File: src/hdl/sts_pkg.sv
`default_nettype none

package sts_pkg;

  // Table geometry.
  localparam int TABLE_DEPTH = 1024;
  localparam int ADDR_W      = $clog2(TABLE_DEPTH);
  localparam int CNT_W       = $clog2(TABLE_DEPTH + 1);

  // Widths of the word fields.
  localparam int VAL_W = 32;
  localparam int OP_W  = 2;
  localparam int REM_W = 11;
  localparam int WIN_W = 16;
  localparam int ST_W  = 2;

  localparam logic [WIN_W-1:0] WIN_MAX = '1;

  // Operation codes.
  localparam logic [OP_W-1:0] OP_INSERT = 2'd0;
  localparam logic [OP_W-1:0] OP_QUERY  = 2'd1;
  localparam logic [OP_W-1:0] OP_CLEAR  = 2'd2;

  // Result status codes.
  localparam logic [ST_W-1:0] ST_OK    = 2'd0;
  localparam logic [ST_W-1:0] ST_FULL  = 2'd1;
  localparam logic [ST_W-1:0] ST_EMPTY = 2'd2;

  typedef enum logic [3:0] {
    S_IDLE,
    S_INS_RD,
    S_INS_CMP,
    S_INS_PUT,
    S_Q_RD,
    S_Q_SCAN,
    S_Q_SHIFT,
    S_FIN
  } state_t;

  typedef enum logic [2:0] {
    IDX_HOLD,
    IDX_CNT,
    IDX_ZERO,
    IDX_INC,
    IDX_DEC
  } idx_op_t;

  typedef enum logic [2:0] {
    RD_IDX,
    RD_IDX_M1,
    RD_IDX_M2,
    RD_IDX_P1,
    RD_IDX_P2,
    RD_ONE
  } rd_sel_t;

  typedef enum logic [1:0] {
    WR_NONE,
    WR_RDATA,
    WR_VAL
  } wr_sel_t;

  // Commands from the controller to the datapath.
  typedef struct packed {
    logic    load;
    idx_op_t idx_op;
    rd_sel_t rd_sel;
    wr_sel_t wr_sel;
    logic    set_full;
    logic    set_empty;
    logic    take_found;
    logic    take_first;
    logic    cap_first;
    logic    emit;
  } cmd_t;

  // Status from the datapath to the controller.
  typedef struct packed {
    logic cnt_zero;
    logic cnt_full;
    logic cnt_gt1;
    logic idx_zero;
    logic idx_one;
    logic idx_p1_lt_cnt;
    logic idx_p2_lt_cnt;
    logic gt;
    logic out_busy;
  } dp_sts_t;

endpackage

`default_nettype wire

File: src/hdl/sts_ctrl.sv
`default_nettype none

module sts_ctrl (
  input  wire logic                     clk,
  input  wire logic                     rst,
  input  wire logic                     in_valid,
  output logic                          in_stall,
  input  wire logic [sts_pkg::OP_W-1:0] opcode,
  input  wire sts_pkg::dp_sts_t         sts,
  output sts_pkg::cmd_t                 cmd
);

  sts_pkg::state_t state;
  sts_pkg::state_t state_next;

  always_ff @(posedge clk) begin
    if (rst) begin
      state <= sts_pkg::S_IDLE;
    end else begin
      state <= state_next;
    end
  end

  always_comb begin
    state_next     = state;
    in_stall       = 1'b1;
    cmd            = '0;
    cmd.idx_op     = sts_pkg::IDX_HOLD;
    cmd.rd_sel     = sts_pkg::RD_IDX;
    cmd.wr_sel     = sts_pkg::WR_NONE;
    unique case (state)
      sts_pkg::S_IDLE: begin
        in_stall = 1'b0;
        if (in_valid) begin
          cmd.load = 1'b1;
          priority if (opcode == sts_pkg::OP_INSERT) begin
            if (sts.cnt_full) begin
              cmd.set_full = 1'b1;
              state_next   = sts_pkg::S_FIN;
            end else begin
              cmd.idx_op = sts_pkg::IDX_CNT;
              state_next = sts_pkg::S_INS_RD;
            end
          end else if (opcode == sts_pkg::OP_QUERY) begin
            if (sts.cnt_zero) begin
              cmd.set_empty = 1'b1;
              state_next    = sts_pkg::S_FIN;
            end else begin
              cmd.idx_op = sts_pkg::IDX_ZERO;
              state_next = sts_pkg::S_Q_RD;
            end
          end else begin
            state_next = sts_pkg::S_FIN;
          end
        end
      end
      sts_pkg::S_INS_RD: begin
        if (sts.idx_zero) begin
          cmd.wr_sel = sts_pkg::WR_VAL;
          state_next = sts_pkg::S_FIN;
        end else begin
          cmd.rd_sel = sts_pkg::RD_IDX_M1;
          state_next = sts_pkg::S_INS_CMP;
        end
      end
      sts_pkg::S_INS_CMP: begin
        if (sts.gt) begin
          cmd.wr_sel = sts_pkg::WR_RDATA;
          cmd.idx_op = sts_pkg::IDX_DEC;
          cmd.rd_sel = sts_pkg::RD_IDX_M2;
          if (sts.idx_one) begin
            state_next = sts_pkg::S_INS_PUT;
          end
        end else begin
          cmd.wr_sel = sts_pkg::WR_VAL;
          state_next = sts_pkg::S_FIN;
        end
      end
      sts_pkg::S_INS_PUT: begin
        cmd.wr_sel = sts_pkg::WR_VAL;
        state_next = sts_pkg::S_FIN;
      end
      sts_pkg::S_Q_RD: begin
        cmd.rd_sel = sts_pkg::RD_IDX;
        state_next = sts_pkg::S_Q_SCAN;
      end
      sts_pkg::S_Q_SCAN: begin
        cmd.cap_first = 1'b1;
        priority if (sts.gt) begin
          cmd.take_found = 1'b1;
          cmd.rd_sel     = sts_pkg::RD_IDX_P1;
          state_next     = sts.idx_p1_lt_cnt ? sts_pkg::S_Q_SHIFT : sts_pkg::S_FIN;
        end else if (sts.idx_p1_lt_cnt) begin
          cmd.idx_op = sts_pkg::IDX_INC;
          cmd.rd_sel = sts_pkg::RD_IDX_P1;
        end else begin
          // Nothing beats the query: the smallest entry goes instead.
          cmd.take_first = 1'b1;
          cmd.idx_op     = sts_pkg::IDX_ZERO;
          cmd.rd_sel     = sts_pkg::RD_ONE;
          state_next     = sts.cnt_gt1 ? sts_pkg::S_Q_SHIFT : sts_pkg::S_FIN;
        end
      end
      sts_pkg::S_Q_SHIFT: begin
        cmd.wr_sel = sts_pkg::WR_RDATA;
        cmd.idx_op = sts_pkg::IDX_INC;
        cmd.rd_sel = sts_pkg::RD_IDX_P2;
        if (!sts.idx_p2_lt_cnt) begin
          state_next = sts_pkg::S_FIN;
        end
      end
      sts_pkg::S_FIN: begin
        if (!sts.out_busy) begin
          cmd.emit   = 1'b1;
          state_next = sts_pkg::S_IDLE;
        end
      end
      default: begin
        state_next = sts_pkg::S_IDLE;
      end
    endcase
  end

  a_emit_free: assert property (@(posedge clk) disable iff (rst)
    cmd.emit |-> !sts.out_busy)
    else $error("result issued while output register still held");

  a_accept_busy: assert property (@(posedge clk) disable iff (rst)
    (in_valid && !in_stall) |=> in_stall)
    else $error("second word taken before the first finished");

  a_ins_cmp_idx: assert property (@(posedge clk) disable iff (rst)
    (state == sts_pkg::S_INS_CMP) |-> !sts.idx_zero)
    else $error("insert shift ran below entry zero");

  a_shift_range: assert property (@(posedge clk) disable iff (rst)
    (state == sts_pkg::S_Q_SHIFT) |-> sts.idx_p1_lt_cnt)
    else $error("removal shift read past the last entry");

  a_write_busy: assert property (@(posedge clk) disable iff (rst)
    (cmd.wr_sel != sts_pkg::WR_NONE) |-> (state != sts_pkg::S_IDLE && state != sts_pkg::S_FIN))
    else $error("table written outside an operation");

endmodule

`default_nettype wire

File: config.mk
export PLATFORM = sky130hd
export DESIGN_NAME = sts_ctrl
export DESIGN_NICKNAME = d
export VERILOG_FILES = /design/src/hdl/sts_pkg.sv /design/src/hdl/sts_ctrl.sv
export SDC_FILE = /design/constraint.sdc
export NUM_CORES = 1
export LEC_CHECK = 0
export BUFFER_PORTS_ARGS = -buffer_cell sky130_fd_sc_hd__buf_2
export CAP_MARGIN = 10
export CORE_AREA = 2 2 39 41
export CTS_BUF_LIST = sky130_fd_sc_hd__clkbuf_16
export DETAILED_ROUTE_END_ITERATION = 12
export DIE_AREA = 0 0 41 43
export PLACE_DENSITY = 0.71
export SLEW_MARGIN = 10
export SYNTH_ARGS = -nofsm -noshare
export SYNTH_HDL_FRONTEND = slang
export SYNTH_SLANG_ARGS = --single-unit
export TNS_END_PERCENT = 20
File: constraint.sdc
create_clock -name clk -period 2.34 [get_ports clk]
set_input_delay 0.351 -clock clk [delete_from_list [all_inputs] [get_ports clk]]
set_output_delay 0.351 -clock clk [all_outputs]
set_load 0.01 [all_outputs]
==> results of run 1 <==
-- cell families after synthesis --
logic type	count (synthesis)	synth area share (%)
simple gates	36	46.0
compound gates	19	28.6
buf+inv	7	8.95
flops	3	11.9
mux	2	4.48
-- cells in the mapped netlist, types with 2 or more instances --
| library cell | number | share of area (%) |
|---|---|---|
| dfxtp_1 | 3 | 12 |
| nor2_1 | 11 | 8.2 |
| nor4_1 | 2 | 2.5 |
| nand2b_1 | 2 | 2.5 |
| a21oi_1 | 3 | 3.0 |
| nor2b_1 | 2 | 2.5 |
| buf_4 | 3 | 4.5 |
| o21ai_0 | 5 | 5.0 |
| mux2_2 | 2 | 4.5 |
| inv_1 | 3 | 2.2 |
| nand2_1 | 3 | 2.2 |
-- power groups by stage --
stage	clock network [W]	registers (W)	logic (W)
finish	0.000278	0.000169	0.000387
CTS	0.000278	0.000165	0.000392
detailed placement	0	0.000166	0.000390
floorplan	0	0.0000955	0.000372
global route	0.000282	0.000182	0.000426
global placement	0	0.000165	0.000381
-- worst max-delay path by stage --
| stage | start | to |
|---|---|---|
| final | state[1]$_SDFFE_PP0P_ | cmd[12] |
| after global routing | state[1]$_SDFFE_PP0P_ | cmd[12] |
| after detailed placement | state[1]$_SDFFE_PP0P_ | cmd[12] |
| after floorplan | state[1]$_SDFFE_PP0P_ | cmd[11] |
| after global placement | state[1]$_SDFFE_PP0P_ | cmd[12] |
| after CTS | state[1]$_SDFFE_PP0P_ | cmd[12] |
-- per-stage QoR --
step	hold WS, ns	utilization (%)	instance area [um2]	instances
after floorplan	0.420	-	503	67
after CTS	0.321	51.5	713	112
final	0.330	51.5	713	112
after global routing	0.348	51.5	713	112
after global placement	0.554	45.8	634	108
after detailed placement	0.557	45.8	634	108
-- cell type report --
cell class                 count  area [um2]
fill                         136         671
clock inverter                 1        3.75
tap                           16        20.0
clock buffer                   3        75.1
inverter                       3        11.3
multi-input combinational     57         398
timing repair buffer          29         145
sequential                     3        60.1
-- cells in the final DEF, fill, tap and decap left out --
master,instances
or2_2,1
o22ai_1,1
nor2_1,11
buf_2,29
o21ai_1,1
o211a_1,1
nor4_1,2
or4_1,1
o21bai_1,1
o21ai_0,5
dfxtp_1,3
clkbuf_16,3
nor3_1,1
a21oi_2,1
a211oi_4,1
or3b_1,1
nor2b_1,2
mux2_2,2
or2b_2,1
a2111oi_2,1
nor3b_1,1
a21oi_1,3
or4b_4,1
and3_1,1
or3_1,1
nor4b_2,1
o41ai_1,1
nor4b_1,1
nand2b_1,2
or2_1,1
inv_1,4
and2_1,1
and4bb_4,1
a31oi_1,1
a21o_2,1
nand2_1,3
and4b_2,1
nand3b_1,1
o21a_1,1
-- layer usage --
metal / vias up / GRT usage [%] / wire length [um] / part of all wire, %
li1: 304 / - / - / -
met1: 271 / 22.8 / 585 / 42
met2: 25 / 25.3 / 655 / 47
met3: 4 / 4.71 / 97 / 7.0
met4: 0 / 10.0 / 42 / 3.0
met5: - / 0 / 0 / 0
==> reports/metrics.csv, run 1 <==
stage,metric,value,unit
clock_network,Clock Pin Slew Worst Setup and Hold Paths,0.03,ns
die,site row count,14,
sta,Final Hold Viols,0,
drt,DR WL/cell,12.3,um
min_path,Hold Startpoint,rst,
clock_network,Post-CTS Hold Fix Bufs,0,
sta,Max-slew headroom,60.6,%
power,Switching Fraction,41.3,%
cells_and_area,number of flip-flops in the largest register,3,
synth,Unique masters post-synth,39,
synth,Mapped Cells,67,
sta,clk_skew,0.000800,ns
worst_setup_path,"Largest stage delay, worst path",0.59,ns
placed_design,GP Congestion,0.822,
synth,synthesized cell area,503,um2
cells_and_area,Layout Area Growth over Synthesis,41.8,%
sta,Tcrit/Tclk final,88.7,%
global_route,initial antenna violation count,0,
die,Die ar.,1760,um2
drt,DRT antenna net count,0,
min_path,Hold Path Cell Cnt,2,
synth,Synth Warn #,0,
worst_setup_path,"delay-heaviest family, CP",simple AND/OR/NAND/NOR gates,
synth,fraction of registers with async set/reset,0,%
sta,setup violators final,0,
worst_setup_path,CP max-delay cell,or4b_4,
synth,number of synthesized flops with an enable pin,0,
min_path,Hold WC Path Type,input port to flop,
drt,DR pass1 iterations,5,
synth,register bit total from synthesis,3,
clock_network,total CTS buffers,3,
clock_network,H-Tree Depth,1,
drt,1st-iter DRT viols,2,
worst_setup_path,crit path buf inv count,1,
clock_network,# resized after CTS,0,
worst_setup_path,Reg2Reg Capture Point,state[1]$_SDFFE_PP0P_,
worst_setup_path,CP required,1.99,ns
drt,drt drc,0,
worst_setup_path,WS Path Type,flop to output port,
sta,fin. max-slew vios,0,
global_route,vias in the first global route,493,
synth,syn avg cell area,7.51,um2
clock_network,Root Buffer,clkbuf_16,
run_status,outcome,completed,
power,sequential share of power,20.3,%
sta,unrepaired setup endpoints after global routing,false,
drt,drt total wl,1380,um
global_route,first-pass GRT wire length,2110,um
die,initial core utilization,36.3,%
worst_setup_path,crit path cell chain,or4b_4 -> nor2_1 -> nand2_1 -> o21ai_1 -> buf_2,
worst_setup_path,reg2reg start,state[0]$_SDFFE_PP0P_,
clock_network,"Setup Fix Bufs, Post-CTS",0,
power,internal power,0.000489,W
worst_setup_path,critical path arrival,1.72,ns
die,Die X,41,um
die,I/O pins,30,
cells_and_area,Top reg by flops,state,
clock_network,clk_lat worst skew,0.23,ns
power,PwrDens,1170,nW/um2
cells_and_area,layout cell share with drive strength beyond 1,45.8,%
job,Max Cap Viol,0,
power,clock share of power,33.3,%
global_route,GRT Residual Overflow,0,
sta,max frequency,0.482,GHz
worst_setup_path,FF-to-FF setup slack,0.70,ns
cells_and_area,Inserted Diodes,0,
worst_setup_path,"Max FO, Critical Path",21,
sta,worst-margin pin slew,0.591,ns
global_route,GRT Util Overall,17.7,%
global_route,largest net degree at the start of global routing,22,
placed_design,Post-DP HPWL,1020,um
power,worst vdd ir,0.421,mV
worst_setup_path,Critical Path End Type,output port,
cells_and_area,nets,111,
power,sw power,0.000344,W
sta,min cycle time layout,2.08,ns
synth,Mapped Nets,81,
sta,Setup TNS,0,ns
min_path,worst hold endpoint,state[1]$_SDFFE_PP0P_,
power,post-layout power,0.000833,W
power,Gate power share,46.4,%
cells_and_area,largest registers,state: 3 flops,
worst_setup_path,worst r2r path cells,4,
clock_network,CTS tree,built,
worst_setup_path,Crit path depth,5,
drt,Vias per Instance,5.39,
synth,post-synthesis sequential area ratio,11.9,%
clock_network,Sink Count,3,
sta,setup ws final,0.264,ns
synth,top_reg_cell synth,dfxtp_1,
clock_network,Longest Clk Path Bufs,2,
die,Die H,43,um
drt,Vias,604,
worst_setup_path,Setup crit start kind,flop,
die,core area,1380,um2
placed_design,pre-CTS WS,0.510,ns
power,leakage,0.348,nW
placed_design,# port buffers,29,
No activity file was read; power rests on OpenSTA's default activity.
==> run 2, diff against run 1 <==
Settings changed: RECOVER_POWER set to 25.
==> reports/metrics.csv, run 2 (synthesis gave the netlist of run 1 again) <==
stage,metric,value,unit,change
run_status,outcome,completed,,
sta,unrepaired setup endpoints after global routing,false,,
worst_setup_path,critical path arrival,1.72,ns,about the same
cells_and_area,"commonest non-fill, non-tap cell in the layout",buf_2,,
drt,DR pass1 iterations,2,,-3
clock_network,Post-CTS Hold Fix Bufs,0,,unchanged
worst_setup_path,"Max FO, Critical Path",21,,unchanged
sta,setup violators final,0,,unchanged
clock_network,H-Tree Depth,1,,unchanged
worst_setup_path,WS Path Type,flop to output port,,
global_route,GRT Residual Overflow,0,,unchanged
clock_network,CTS tree,built,,
placed_design,# port buffers,29,,unchanged
clock_network,"Setup Fix Bufs, Post-CTS",0,,unchanged
global_route,vias in the first global route,493,,unchanged
power,worst vdd ir,0.427,mV,+1.6%
drt,drt drc,0,,unchanged
cells_and_area,most frequent cells in the layout,"27 x buf_2, 11 x nor2_1, 5 x o21ai_0, 4 x inv_1",,
power,post-layout power,0.000823,W,-1.3%
cells_and_area,Inserted Diodes,0,,unchanged
global_route,largest net degree at the start of global routing,22,,unchanged
global_route,GRT Util Overall,17.7,%,unchanged
worst_setup_path,CP required,1.99,ns,about the same
cells_and_area,layout cell share with drive strength beyond 1,41.7,%,-4.2 points
power,PwrDens,1170,nW/um2,-0.21%
placed_design,Area after DPL,634,um2,unchanged
drt,Vias,603,,-0.17%
sta,clk_skew,0.00164,ns,+0.000839 ns
die,Die ar.,1760,um2,unchanged
cells_and_area,largest registers,state: 3 flops,,
clock_network,Root Buffer,clkbuf_16,,
worst_setup_path,Critical Path End Type,output port,,
sta,Setup TNS,0,ns,unchanged
global_route,first-pass GRT wire length,2110,um,unchanged
min_path,Hold WC Path Type,input port to flop,,
sta,Tcrit/Tclk final,88.4,%,-0.32 points
die,Die X,41,um,unchanged
die,initial core utilization,36.3,%,unchanged
clock_network,# resized after CTS,0,,unchanged
sta,Fin Hold WS,0.322,ns,-0.00789 ns
placed_design,placed insts,108,,unchanged
die,I/O pins,30,,unchanged
cells_and_area,number of flip-flops in the largest register,3,,unchanged
sta,max frequency,0.483,GHz,+0.36%
clock_network,clk_lat worst skew,0.23,ns,about the same
cells_and_area,nets,111,,unchanged
cells_and_area,"non-filler cells, final",112,,unchanged
drt,DR WL/cell,12.1,um,-1.6%
sta,Final Hold Viols,0,,unchanged
clock_network,total CTS buffers,3,,unchanged
placed_design,Post-DP HPWL,1020,um,unchanged
clock_network,Longest Clk Path Bufs,2,,unchanged
cells_and_area,Finished Cell Area,706,um2,-1.1%
clock_network,Sink Count,3,,unchanged
drt,drt total wl,1360,um,-1.6%
placed_design,GP Congestion,0.822,,unchanged
sta,fin. max-slew vios,0,,unchanged
clock_network,Clock Pin Slew Worst Setup and Hold Paths,0.03,ns,about the same
sta,Max-slew headroom,61.6,%,+1.1 points
die,Die H,43,um,unchanged
power,leakage,0.344,nW,-0.97%
die,site row count,14,,unchanged
cells_and_area,Layout Area Growth over Synthesis,40.3,%,
sta,min cycle time layout,2.07,ns,-0.00745 ns
worst_setup_path,Setup crit start kind,flop,,
cells_and_area,Top reg by flops,state,,
drt,1st-iter DRT viols,2,,unchanged
global_route,initial antenna violation count,0,,unchanged
drt,Vias per Instance,5.38,,-0.17%
die,core area,1380,um2,unchanged
drt,DRT antenna net count,0,,unchanged
job,Max Cap Viol,0,,unchanged
sta,worst-margin pin slew,0.575,ns,-0.0159 ns
-- run 2: through the flow --
| stage | util (%) | setup slack [ns] |
|---|---|---|
| global route | 51.0 | 0.144 |
| global placement | 45.8 | 0.541 |
| finish | 51.0 | 0.272 |
| floorplan | - | 0.586 |
| CTS | 51.5 | 0.269 |
| detailed placement | 45.8 | 0.510 |
-- run 2: cell type report --
| type | count | area, um2 |
|---|---|---|
| clock buffer | 3 | 75.1 |
| clock inverter | 1 | 3.75 |
| fill | 139 | 678 |
| inverter | 3 | 11.3 |
| multi-input combinational | 57 | 393 |
| sequential | 3 | 60.1 |
| tap | 16 | 20.0 |
| timing repair buffer | 29 | 143 |
-- run 2: path summary, 6_finish.rpt --
kind | cells past startpoint | start | slack (ns) | endpoint
worst max-delay path | 5 | state[1]$_SDFFE_PP0P_ | 0.27 | cmd[12]
worst max register to register | 4 | state[0]$_SDFFE_PP0P_ | 0.68 | state[1]$_SDFFE_PP0P_
worst min register to register | 1 | state[2]$_SDFFE_PP0P_ | 0.77 | state[1]$_SDFFE_PP0P_
worst min-delay path | 2 | rst | 0.32 | state[1]$_SDFFE_PP0P_
-- run 2: layer usage --
layer / part of all wire (%) / vias up / wire length, um / track usage (%)
met2: 49 / 23 / 665 / 25.3
met5: 0 / - / 0 / 0
met3: 7.1 / 3 / 96 / 4.71
met4: 1.9 / 0 / 26 / 10.0
li1: - / 306 / - / -
met1: 42 / 271 / 569 / 22.8
-- run 2: critical path: stages (launching register included) --
cell	delay, ns
dfxtp_1	0.48
or4b_4	0.59
nor2_1	0.13
nand2_1	0.06
o21ai_1	0.10
buf_2	0.14
-- run 2: power by group --
part / internal [W] / leakage, nW / switching (W)
sequential: 0.0000755 / 0.0251 / 0.0000923
clock: 0.000221 / 0.0423 / 0.0000559
combinational: 0.000183 / 0.277 / 0.000195
total: 0.000480 / 0.344 / 0.000343
==> run 3, diff against run 2 <==
Settings changed: CELL_PAD_IN_SITES_DETAIL_PLACEMENT set to 0, CELL_PAD_IN_SITES_GLOBAL_PLACEMENT set to 1, CORE_AREA 2 2 39 41 to not set, CORE_UTILIZATION set to 30, DIE_AREA 0 0 41 43 to not set, PLACE_DENSITY 0.71 to not set, PLACE_DENSITY_LB_ADDON set to 0.1.
==> reports/metrics.csv, run 3 (synthesis gave the netlist of run 1 again) <==
stage,metric,value,unit,change
placed_design,Post-DP HPWL,960,um,-5.8%
global_route,largest net degree at the start of global routing,21,,-4.5%
power,worst vdd ir,0.551,mV,+29%
drt,1st-iter DRT viols,5,,+3
cells_and_area,"commonest non-fill, non-tap cell in the layout",buf_2,,
clock_network,H-Tree Depth,1,,unchanged
cells_and_area,Finished Cell Area,707,um2,+0.18%
sta,setup violators final,0,,unchanged
die,site row count,14,,unchanged
sta,max frequency,0.493,GHz,+1.9%
clock_network,"Setup Fix Bufs, Post-CTS",0,,unchanged
power,sequential share of power,13.4,%,-7.0 points
cells_and_area,number of flip-flops in the largest register,3,,unchanged
cells_and_area,most frequent cells in the layout,"28 x buf_2, 11 x nor2_1, 5 x o21ai_0, 4 x inv_1",,
power,clock share of power,32.9,%,-0.8 points
cells_and_area,Inserted Diodes,0,,unchanged
drt,drt drc,0,,unchanged
drt,drt total wl,1300,um,-4.3%
cells_and_area,largest registers,state: 3 flops,,
job,Max Cap Viol,0,,unchanged
cells_and_area,nets,113,,+1.8%
clock_network,Longest Clk Path Bufs,2,,unchanged
sta,unrepaired setup endpoints after global routing,false,,
sta,Max-slew headroom,65.1,%,+3.5 points
min_path,Hold WC Path Type,input port to flop,,
power,Switching Fraction,40.4,%,-1.3 points
worst_setup_path,Critical Path End Type,output port,,
worst_setup_path,WS Path Type,flop to output port,,
cells_and_area,"non-filler cells, final",114,,+1.8%
clock_network,Sink Count,3,,unchanged
global_route,GRT Residual Overflow,0,,unchanged
die,Die H,42.9,um,-0.13%
placed_design,placed insts,110,,+1.9%
clock_network,Clock Pin Slew Worst Setup and Hold Paths,0.03,ns,about the same
global_route,GRT Util Overall,15.2,%,-2.4 points
global_route,vias in the first global route,473,,-4.1%
placed_design,Area after DPL,649,um2,+2.4%
global_route,initial antenna violation count,0,,unchanged
placed_design,# port buffers,29,,unchanged
placed_design,GP Congestion,0.732,,-11%
die,Die ar.,1840,um2,+4.6%
clock_network,CTS tree,built,,
placed_design,pre-CTS WS,0.534,ns,+0.0239 ns
drt,DR WL/cell,11.4,um,-5.9%
clock_network,# resized after CTS,0,,unchanged
clock_network,Root Buffer,clkbuf_16,,
worst_setup_path,"Max FO, Critical Path",14,,-33%
die,initial core utilization,32.6,%,-3.7 points
power,Gate power share,53.7,%,+7.8 points
clock_network,clk_lat worst skew,0.23,ns,about the same
worst_setup_path,CP required,1.99,ns,about the same
global_route,first-pass GRT wire length,2090,um,-0.99%
drt,DRT antenna net count,0,,unchanged
power,sw power,0.000331,W,-3.5%
cells_and_area,Layout Area Growth over Synthesis,40.5,%,
worst_setup_path,critical path arrival,1.68,ns,-0.04 ns
cells_and_area,Final Util,45.9,%,-5.1 points
drt,Vias per Instance,5.21,,-3.2%
die,I/O pins,30,,unchanged
sta,clk_skew,0.00200,ns,+0.000364 ns
sta,fin. max-slew vios,0,,unchanged
drt,Vias,594,,-1.5%
cells_and_area,layout cell share with drive strength beyond 1,42.9,%,+1.2 points
sta,Setup TNS,0,ns,unchanged
sta,Final Hold Viols,0,,unchanged
cells_and_area,filler instances,168,,+21%
clock_network,total CTS buffers,3,,unchanged
worst_setup_path,Setup crit start kind,flop,,
sta,min cycle time layout,2.03,ns,-0.0386 ns
cells_and_area,Multi-input gate area,382,um2,-2.9%
die,Die X,42.9,um,+4.7%
sta,setup ws final,0.310,ns,+0.0386 ns
sta,Tcrit/Tclk final,86.7,%,-1.7 points
power,internal power,0.000488,W,+1.7%
power,leakage,0.348,nW,+1.2%
die,core area,1540,um2,+11%
sta,worst-margin pin slew,0.524,ns,-0.0512 ns
clock_network,Post-CTS Hold Fix Bufs,0,,unchanged
power,PwrDens,1160,nW/um2,-0.68%
run_status,outcome,completed,,
cells_and_area,Top reg by flops,state,,
drt,DR pass1 iterations,2,,unchanged
cells_and_area,FF+latch area,60.1,um2,unchanged
==> run 3: cell types whose count changed in the layout (fill, tap and decap cells not counted), sizes merged <==
cell  before  now
buf       27   29
==> run 3: worst max-delay path, stage by stage, from the launching register on <==
cell      delay [ns]
dfxtp_1         0.32
clkbuf_1        0.42
nand2_1         0.25
nor2_1          0.21
and2_1          0.14
buf_2           0.12
==> run 3: metrics by stage <==
stage               hold slack (ns)  power [W]
floorplan                     0.420   0.000467
global placement              0.565   0.000582
detailed placement            0.563   0.000579
CTS                           0.329   0.000853
global route                  0.325   0.000885
finish                        0.329   0.000819
==> run 3: worst paths after layout <==
path / start / end / slack (ns) / depth (start not counted)
worst max-delay path: state[2]$_SDFFE_PP0P_ / cmd[3] / 0.31 / 5
worst min-delay path: rst / state[1]$_SDFFE_PP0P_ / 0.33 / 2
worst max register to register: state[2]$_SDFFE_PP0P_ / state[1]$_SDFFE_PP0P_ / 0.34 / 5
worst min register to register: state[1]$_SDFFE_PP0P_ / state[1]$_SDFFE_PP0P_ / 0.72 / 3
==> run 3: power groups by stage <==
| stage | logic, W | clock network (W) | registers (W) |
|---|---|---|---|
| 2_1_floorplan | 0.000372 | 0 | 0.0000955 |
| 3_3_place_gp | 0.000473 | 0 | 0.000109 |
| 3_5_place_dp | 0.000468 | 0 | 0.000111 |
| 4_1_cts | 0.000471 | 0.000273 | 0.000110 |
| 5_1_grt | 0.000491 | 0.000279 | 0.000116 |
| 6_report | 0.000440 | 0.000269 | 0.000109 |
==> run 3: per-layer routing <==
layer  vias up  track usage [%]  part of all wire, %
met3         0             6.38                  8.2
met2        23             20.3                   42
met1       261             20.7                   50
met4         0             7.27                    0
met5         -                0                    0
li1        310                -                    -
==> run 3: area by class of cell <==
class                      count  area share, %
clock buffer                   3           10.6
clock inverter                 1          0.531
inverter                       3           1.59
multi-input combinational     57           54.0
sequential                     3           8.50
tap                           16           2.83
timing repair buffer          31           21.9
